`src/rtl/bpom_pkg.sv`:
```
// Package of bus_page_offset_mirror: beat types, register indexes, modes and state codes.
// Depends on nothing; used by every module of the block.
`timescale 1ns / 1ps

package bpom_pkg;

    localparam int ADDR_W = 24;
    localparam int SIZE_W = 25;
    localparam int CNT_W  = 5;

    localparam logic [CNT_W-1:0]  LAST_STEP         = 5'd23;
    localparam logic [SIZE_W-1:0] DEVICE_SIZE_RESET = 25'h100_0000;
    localparam logic [7:0]        LAST_PAGE         = 8'hFF;

    // Register indexes on the configuration port.
    localparam logic [2:0] REG_MAP_MODE    = 3'd0;
    localparam logic [2:0] REG_BANK_LOW    = 3'd1;
    localparam logic [2:0] REG_BANK_HIGH   = 3'd2;
    localparam logic [2:0] REG_PAGE_LOW    = 3'd3;
    localparam logic [2:0] REG_PAGE_HIGH   = 3'd4;
    localparam logic [2:0] REG_BASE_OFFSET = 3'd5;
    localparam logic [2:0] REG_WINDOW_SIZE = 3'd6;
    localparam logic [2:0] REG_DEVICE_SIZE = 3'd7;

    // Page numbering modes.
    localparam logic [1:0] MODE_DIRECT = 2'd0;
    localparam logic [1:0] MODE_LINEAR = 2'd1;
    localparam logic [1:0] MODE_SHADOW = 2'd2;
    localparam logic [1:0] MODE_UNUSED = 2'd3;

    typedef enum logic [2:0] {
        ST_IDLE,
        ST_INDEX,
        ST_MOD,
        ST_SUM,
        ST_FOLD,
        ST_DONE
    } state_t;

    typedef struct packed {
        logic [7:0] bank;
        logic [7:0] page;
    } in_beat_t;

    typedef struct packed {
        logic              hit;
        logic [ADDR_W-1:0] mapped_base;
        logic              overflow;
    } out_beat_t;

    // Operands and result of the shared subtractor.
    typedef struct packed {
        logic [SIZE_W:0] a;
        logic [SIZE_W:0] b;
    } sub_req_t;

    typedef struct packed {
        logic [SIZE_W:0] diff;
        logic            ge;
    } sub_rsp_t;

endpackage

```
`src/rtl/bpom_sub_unit.sv`:
```
// Shared 26-bit subtract and compare unit of bus_page_offset_mirror.
// Depends on bpom_pkg for the request and response structs.
`timescale 1ns / 1ps

module bpom_sub_unit (
    input  bpom_pkg::sub_req_t req,
    output bpom_pkg::sub_rsp_t rsp
);

    logic [bpom_pkg::SIZE_W+1:0] wide_diff;

    // One extra bit on top catches the borrow; no borrow means a >= b.
    always_comb
    begin
        wide_diff = {1'b0, req.a} - {1'b0, req.b};
        rsp.diff  = wide_diff[bpom_pkg::SIZE_W:0];
        rsp.ge    = ~wide_diff[bpom_pkg::SIZE_W+1];
    end

endmodule

```
`src/rtl/bus_page_offset_mirror.sv`:
```
// Top level of bus_page_offset_mirror: configuration registers, sequencer and datapath.
// Depends on bpom_pkg and instantiates bpom_sub_unit.
//
//  Channel   Direction  Handshake              Beat
//  in        input      in_valid / in_stall    bank, page
//  out       output     out_valid / out_stall  hit, mapped_base, overflow
//  cfg       input      cfg_valid / cfg_ready  cfg_index, cfg_data
//
// A beat is taken only in idle; a miss or a direct-mode lookup goes from the index state to
// the done state, which registers the result. Linear and shadow lookups pass through up to 24
// restoring steps of the window modulo, the sum state and up to 24 mirror fold steps on the
// one shared subtractor. A finished result waits in the done state while the output register
// holds a stalled beat, and the next input beat is taken once the result is registered. Reset
// is asynchronous and loads the register defaults; cfg_ready is always high.
`timescale 1ns / 1ps

module bus_page_offset_mirror (
    input  logic                 clk,
    input  logic                 rst_n,
    input  logic                 in_valid,
    output logic                 in_stall,
    input  bpom_pkg::in_beat_t   in_data,
    output logic                 out_valid,
    input  logic                 out_stall,
    output bpom_pkg::out_beat_t  out_data,
    input  logic                 cfg_valid,
    output logic                 cfg_ready,
    input  logic [2:0]           cfg_index,
    input  logic [24:0]          cfg_data
);

    localparam int AW = bpom_pkg::ADDR_W;
    localparam int SW = bpom_pkg::SIZE_W;

    // Configuration registers.
    logic [1:0]    map_mode_reg;
    logic [7:0]    bank_low_reg;
    logic [7:0]    bank_high_reg;
    logic [7:0]    page_low_reg;
    logic [7:0]    page_high_reg;
    logic [AW-1:0] base_offset_reg;
    logic [SW-1:0] window_size_reg;
    logic [SW-1:0] device_size_reg;

    // Sequencer and working registers.
    bpom_pkg::state_t state_reg, state_next;
    logic [bpom_pkg::CNT_W-1:0] cnt_reg, cnt_next;
    logic [7:0]    bank_reg, bank_next;
    logic [7:0]    page_reg, page_next;
    logic [AW-1:0] idx_reg, idx_next;
    logic [SW-1:0] rem_reg, rem_next;
    logic [AW-1:0] addr_reg, addr_next;
    logic [SW-1:0] size_reg, size_next;
    logic [AW-1:0] base_reg, base_next;
    logic          hit_reg, hit_next;
    logic          ovf_reg, ovf_next;
    logic          out_valid_reg, out_valid_next;
    bpom_pkg::out_beat_t out_data_reg, out_data_next;

    bpom_pkg::sub_req_t sub_req;
    bpom_pkg::sub_rsp_t sub_rsp;

    logic          in_window;
    logic [7:0]    bank_diff;
    logic [8:0]    row_len;
    logic [16:0]   page_count;
    logic [SW:0]   rem_shift;
    logic [SW-1:0] bit_val;
    logic [SW:0]   size_less_bit;
    logic          size_gt_bit;
    logic [SW-1:0] sum;

    assign cfg_ready = 1'b1;
    assign in_stall  = (state_reg != bpom_pkg::ST_IDLE);
    assign out_valid = out_valid_reg;
    assign out_data  = out_data_reg;

    // Configuration writes.
    always_ff @(posedge clk or negedge rst_n)
    begin
        if (!rst_n)
        begin
            map_mode_reg    <= bpom_pkg::MODE_DIRECT;
            bank_low_reg    <= 8'd0;
            bank_high_reg   <= bpom_pkg::LAST_PAGE;
            page_low_reg    <= 8'd0;
            page_high_reg   <= bpom_pkg::LAST_PAGE;
            base_offset_reg <= '0;
            window_size_reg <= '0;
            device_size_reg <= bpom_pkg::DEVICE_SIZE_RESET;
        end
        else if (cfg_valid && cfg_ready)
        begin
            unique case (cfg_index)
                bpom_pkg::REG_MAP_MODE:    map_mode_reg    <= cfg_data[1:0];
                bpom_pkg::REG_BANK_LOW:    bank_low_reg    <= cfg_data[7:0];
                bpom_pkg::REG_BANK_HIGH:   bank_high_reg   <= cfg_data[7:0];
                bpom_pkg::REG_PAGE_LOW:    page_low_reg    <= cfg_data[7:0];
                bpom_pkg::REG_PAGE_HIGH:   page_high_reg   <= cfg_data[7:0];
                bpom_pkg::REG_BASE_OFFSET: base_offset_reg <= cfg_data[AW-1:0];
                bpom_pkg::REG_WINDOW_SIZE: window_size_reg <= cfg_data;
                bpom_pkg::REG_DEVICE_SIZE: device_size_reg <= cfg_data;
                default:                   map_mode_reg    <= map_mode_reg;
            endcase
        end
    end

    // The one subtractor serves both the modulo steps and the fold compares.
    bpom_sub_unit u_sub (
        .req (sub_req),
        .rsp (sub_rsp)
    );

    // Window test and page index, evaluated on the captured beat.
    always_comb
    begin
        in_window = (bank_reg >= bank_low_reg) && (bank_reg <= bank_high_reg) &&
                    (page_reg >= page_low_reg) && (page_reg <= page_high_reg) &&
                    (map_mode_reg != bpom_pkg::MODE_UNUSED);
        bank_diff  = bank_reg - bank_low_reg;
        row_len    = {1'b0, page_high_reg} - {1'b0, page_low_reg} + 9'd1;
        page_count = 17'(bank_diff * row_len) + {9'd0, page_reg - page_low_reg};
    end

    // Operand selection for the shared unit and the small fold arithmetic.
    always_comb
    begin
        rem_shift     = {rem_reg, idx_reg[cnt_reg]};
        bit_val       = SW'(1) << cnt_reg;
        size_less_bit = {1'b0, size_reg} - {1'b0, bit_val};
        size_gt_bit   = ~size_less_bit[SW] && (size_less_bit[SW-1:0] != '0);
        sum           = {1'b0, base_offset_reg} + {1'b0, idx_reg};
        if (state_reg == bpom_pkg::ST_FOLD)
        begin
            sub_req.a = {2'b00, addr_reg};
            sub_req.b = {1'b0, size_reg};
        end
        else
        begin
            sub_req.a = rem_shift;
            sub_req.b = {1'b0, window_size_reg};
        end
    end

    // Sequencer: next state and next values of the working registers.
    always_comb
    begin
        state_next     = state_reg;
        cnt_next       = cnt_reg;
        bank_next      = bank_reg;
        page_next      = page_reg;
        idx_next       = idx_reg;
        rem_next       = rem_reg;
        addr_next      = addr_reg;
        size_next      = size_reg;
        base_next      = base_reg;
        hit_next       = hit_reg;
        ovf_next       = ovf_reg;
        out_valid_next = out_valid_reg && out_stall;
        out_data_next  = out_data_reg;

        unique case (state_reg)
            bpom_pkg::ST_IDLE:
            begin
                if (in_valid)
                begin
                    bank_next  = in_data.bank;
                    page_next  = in_data.page;
                    state_next = bpom_pkg::ST_INDEX;
                end
            end
            bpom_pkg::ST_INDEX:
            begin
                hit_next  = in_window;
                ovf_next  = 1'b0;
                base_next = '0;
                addr_next = '0;
                rem_next  = '0;
                cnt_next  = bpom_pkg::LAST_STEP;
                if (map_mode_reg == bpom_pkg::MODE_LINEAR)
                begin
                    idx_next = {page_count[15:0], 8'h00};
                end
                else
                begin
                    idx_next = {bank_diff, page_reg, 8'h00};
                end
                if (!in_window)
                begin
                    state_next = bpom_pkg::ST_DONE;
                end
                else if (map_mode_reg == bpom_pkg::MODE_DIRECT)
                begin
                    addr_next  = {bank_reg, page_reg, 8'h00};
                    state_next = bpom_pkg::ST_DONE;
                end
                else if (window_size_reg != '0)
                begin
                    state_next = bpom_pkg::ST_MOD;
                end
                else
                begin
                    state_next = bpom_pkg::ST_SUM;
                end
            end
            bpom_pkg::ST_MOD:
            begin
                // One restoring step of index modulo window size.
                rem_next = sub_rsp.ge ? sub_rsp.diff[SW-1:0] : rem_shift[SW-1:0];
                if (cnt_reg == '0)
                begin
                    idx_next   = rem_next[AW-1:0];
                    state_next = bpom_pkg::ST_SUM;
                end
                else
                begin
                    cnt_next = cnt_reg - 1'b1;
                end
            end
            bpom_pkg::ST_SUM:
            begin
                ovf_next  = sum[AW];
                addr_next = sum[AW-1:0];
                size_next = device_size_reg;
                cnt_next  = bpom_pkg::LAST_STEP;
                if (device_size_reg == '0)
                begin
                    addr_next  = '0;
                    state_next = bpom_pkg::ST_DONE;
                end
                else
                begin
                    state_next = bpom_pkg::ST_FOLD;
                end
            end
            bpom_pkg::ST_FOLD:
            begin
                // Strip a set address bit while the address is not below the size.
                if (sub_rsp.ge && addr_reg[cnt_reg])
                begin
                    addr_next[cnt_reg] = 1'b0;
                    if (size_gt_bit)
                    begin
                        size_next          = size_less_bit[SW-1:0];
                        base_next[cnt_reg] = 1'b1;
                    end
                end
                if (cnt_reg == '0)
                begin
                    state_next = bpom_pkg::ST_DONE;
                end
                else
                begin
                    cnt_next = cnt_reg - 1'b1;
                end
            end
            bpom_pkg::ST_DONE:
            begin
                if (!out_valid_reg)
                begin
                    out_valid_next            = 1'b1;
                    out_data_next.hit         = hit_reg;
                    out_data_next.overflow    = hit_reg && ovf_reg;
                    out_data_next.mapped_base = hit_reg ? (base_reg + addr_reg) : '0;
                    state_next                = bpom_pkg::ST_IDLE;
                end
            end
            default:
            begin
                state_next = bpom_pkg::ST_IDLE;
            end
        endcase
    end

    // Control state.
    always_ff @(posedge clk or negedge rst_n)
    begin
        if (!rst_n)
        begin
            state_reg     <= bpom_pkg::ST_IDLE;
            cnt_reg       <= '0;
            out_valid_reg <= 1'b0;
        end
        else
        begin
            state_reg     <= state_next;
            cnt_reg       <= cnt_next;
            out_valid_reg <= out_valid_next;
        end
    end

    // Datapath registers need no reset.
    always_ff @(posedge clk)
    begin
        bank_reg     <= bank_next;
        page_reg     <= page_next;
        idx_reg      <= idx_next;
        rem_reg      <= rem_next;
        addr_reg     <= addr_next;
        size_reg     <= size_next;
        base_reg     <= base_next;
        hit_reg      <= hit_next;
        ovf_reg      <= ovf_next;
        out_data_reg <= out_data_next;
    end

endmodule

```
`config.mk`:
```
export PLATFORM = sky130hd
export DESIGN_NAME = bus_page_offset_mirror
export DESIGN_NICKNAME = d
export VERILOG_FILES = /design/src/rtl/bpom_pkg.sv /design/src/rtl/bpom_sub_unit.sv /design/src/rtl/bus_page_offset_mirror.sv
export SDC_FILE = /design/constraint.sdc
export NUM_CORES = 1
export LEC_CHECK = 0
export BUFFER_PORTS_ARGS = -buffer_cell sky130_fd_sc_hd__buf_2
export CORE_MARGIN = 2
export CORE_UTILIZATION = 43
export DETAILED_ROUTE_END_ITERATION = 8
export PLACE_DENSITY_LB_ADDON = 0.08
export SYNTH_ARGS = -nofsm -noshare
export SYNTH_HDL_FRONTEND = slang
export SYNTH_HIERARCHICAL = 1
export SYNTH_SLANG_ARGS = --single-unit
```
`constraint.sdc`:
```
create_clock -name clk -period 7.05 [get_ports clk]
set_input_delay 1.41 -clock clk [delete_from_list [all_inputs] [get_ports clk]]
set_output_delay 1.41 -clock clk [all_outputs]
set_load 0.03 [all_outputs]
```
==> flow_results.xml <==
<?xml version="1.0" encoding="UTF-8"?>
<metrics>
  <group name="grt">
    <metric name="grt_antenna_before_repair" unit="">0</metric>
    <metric name="vias_in_the_first_global_route" unit="">17000</metric>
    <metric name="global_route.usage.total" unit="%">28.0</metric>
    <metric name="global_route_wire_length_before_repair" unit="um">108000</metric>
    <metric name="grt.overflow.total" unit="">0</metric>
    <metric name="grt_max_degree" unit="">73</metric>
  </group>
  <group name="sta">
    <metric name="timing.slew.headroom" unit="%">29.3</metric>
    <metric name="slew_viol_final" unit="">0</metric>
    <metric name="timing.fmax" unit="MHz">151</metric>
    <metric name="worstMarginPinSlew" unit="ns">1.06</metric>
    <metric name="final.setup.tns" unit="ns">0</metric>
    <metric name="skew" unit="ns">0.0309</metric>
    <metric name="final.min_clock_period" unit="ns">6.63</metric>
    <metric name="timing.final.crit_share" unit="%">94.0</metric>
    <metric name="report.final.setup_viol" unit="">0</metric>
    <metric name="timing_hold_violations_final" unit="">0</metric>
    <metric name="rsz0062_at_grt" unit="">false</metric>
  </group>
  <group name="critical_path">
    <metric name="slowest_stage_cell_cp" unit="">fa_1</metric>
    <metric name="slowest_delay" unit="ns">0.52</metric>
    <metric name="crit_path_max_fanout" unit="">4</metric>
    <metric name="criticalPathCategory" unit="">reg -&gt; reg</metric>
    <metric name="critPathArrivalTime" unit="ns">7.05</metric>
    <metric name="critPathLaunchType" unit="">flop</metric>
    <metric name="worst-path-buf-inv" unit="">5</metric>
    <metric name="critPathCaptureType" unit="">flop</metric>
    <metric name="crit_family" unit="">adder cells</metric>
    <metric name="crit_required" unit="ns">7.48</metric>
  </group>
  <group name="clocking">
    <metric name="cts_sinks" unit="">283</metric>
    <metric name="htree_levels" unit="">2</metric>
    <metric name="cts.clk_slew.worst_paths" unit="ns">0.07</metric>
    <metric name="cts_hold_buffers" unit="">0</metric>
    <metric name="cts-root-buf" unit="">clkbuf_16</metric>
    <metric name="post_cts_resize_count" unit="">0</metric>
    <metric name="cts_made_buffers" unit="">36</metric>
    <metric name="tritoncts" unit="">built</metric>
    <metric name="cts_post_setup_buffers_inserted" unit="">0</metric>
    <metric name="cts_max_path_buffers" unit="">3</metric>
    <metric name="clock_insertion_delay_worst_skew" unit="ns">0.56</metric>
  </group>
  <group name="routing">
    <metric name="wl" unit="um">71000</metric>
    <metric name="wl_per_cell" unit="um">23.5</metric>
    <metric name="drt_pre_antenna_iters" unit="">6</metric>
    <metric name="route.antenna.remaining_nets" unit="">0</metric>
    <metric name="dr.first_iter.drc_count" unit="">1583</metric>
    <metric name="num_vias" unit="">17400</metric>
    <metric name="via_cell_ratio" unit="">5.78</metric>
    <metric name="drc" unit="">0</metric>
  </group>
  <group name="status">
    <metric name="result_of_the_run" unit="">completed</metric>
  </group>
  <group name="placed_design">
    <metric name="place_congestion" unit="">0.923</metric>
    <metric name="hpwl" unit="um">55500</metric>
    <metric name="port_buffers" unit="">76</metric>
  </group>
  <group name="flow_run">
    <metric name="cap_violations" unit="">0</metric>
  </group>
  <group name="layout">
    <metric name="post_route_cells_drive_above_1_share" unit="%">14.7</metric>
    <metric name="register_area" unit="mm2">0.00793</metric>
    <metric name="growth_of_design_area_from_synthesis_to_finish" unit="%">11.5</metric>
    <metric name="multi_input_comb_area" unit="mm2">0.0127</metric>
    <metric name="insertedDiodeCount" unit="">0</metric>
    <metric name="final_net_count" unit="">2620</metric>
    <metric name="max_ffs_per_register" unit="">26</metric>
    <metric name="fillerInstances" unit="">4726</metric>
  </group>
  <group name="die">
    <metric name="die-height" unit="um">228</metric>
    <metric name="die_outline_area" unit="mm2">0.0518</metric>
    <metric name="core_area" unit="mm2">0.0492</metric>
    <metric name="die-width" unit="um">228</metric>
    <metric name="start_util" unit="%">43.8</metric>
    <metric name="fp_rows" unit="">81</metric>
    <metric name="io_pins" unit="">78</metric>
  </group>
  <group name="synthesis">
    <metric name="post_synth_instance_area" unit="mm2">0.0215</metric>
    <metric name="synth_nets" unit="">2538</metric>
    <metric name="yosysWarningCount" unit="">6</metric>
    <metric name="syn-instance-count" unit="">2245</metric>
    <metric name="syn_area_per_cell" unit="um2">9.58</metric>
  </group>
  <group name="hold_path">
    <metric name="min_path_type" unit="">reg -&gt; reg</metric>
  </group>
</metrics>
[worst reg2reg max path: stages, from the launching register on]
cell and delay, ns:
dfstp_2 0.51, inv_1 0.07, ha_1 0.27, inv_1 0.04, ha_1 0.22, fa_1 0.40, a21oi_1 0.15, nor2_1 0.06
nor2_2 0.15, o21bai_1 0.08, a21oi_1 0.17, xor2_1 0.09, or2_2 0.29, fa_1 0.51, inv_1 0.06, fa_1 0.49
fa_1 0.49, inv_1 0.06, fa_1 0.52, inv_1 0.04, ha_1 0.30, a21boi_2 0.21, o211ai_1 0.18, a21oi_2 0.20
nor3_2 0.07, or3_1 0.38, a2111o_1 0.37, nand3_1 0.10
[worst paths after layout]
check,start,to,slack [ns],cells past startpoint
worst min-delay path,page_low_reg[3],page_low_reg[3],0.50,1
max in group asynchronous,rst_n,state_reg[1],4.74,2
worst max register to register,page_high_reg[1],idx_reg[23],0.42,27
worst max-delay path,page_high_reg[1],idx_reg[23],0.42,27
worst min register to register,page_low_reg[3],page_low_reg[3],0.50,1
min in group asynchronous,rst_n,page_low_reg[5],0.85,1
[stage by stage]
step                utilization [%]  hold slack [ns]  setup WS [ns]  std cells  area, um2
finish                         48.8            0.505          0.422       3018      24000
global route                   48.8            0.521         0.0102       3018      24000
CTS                            48.7            0.507          0.202       3018      24000
detailed placement             46.3            0.493          0.215       2953      22800
global placement               46.3            0.489          0.343       2953      22800
floorplan                         -            0.479          0.663       2245      21500
[area by class of cell]
type                       count  area share (%)
multi-input combinational   1711            52.8
sequential                   283            33.1
clock buffer                  51            4.25
tap                          664            3.46
timing repair buffer         116            2.90
inverter                     179            2.80
clock inverter                14           0.683
[per-layer routing]
layer / vias up / wire [um] / global-route usage, %
met5: - / 0 / 0
met4: 0 / 2570 / 10.4
met3: 102 / 4090 / 3.11
met2: 586 / 31400 / 43.7
met1: 8597 / 33000 / 40.2
li1: 8163 / - / -
[cell usage in the layout, fill, tap and decap left out, types with 75 or more instances in the layout]
| master | count |
|---|---|
| inv_1 | 178 |
| nand2_1 | 287 |
| buf_2 | 75 |
| o21ai_0 | 123 |
| ha_1 | 188 |
| mux2_2 | 90 |
| dfrtp_1 | 100 |
| a21oi_1 | 143 |
| nor2_1 | 185 |
| edfxtp_1 | 166 |
Power is not shown: default switching activity piles up to over one toggle a cycle in this logic, so the estimate is an artifact.
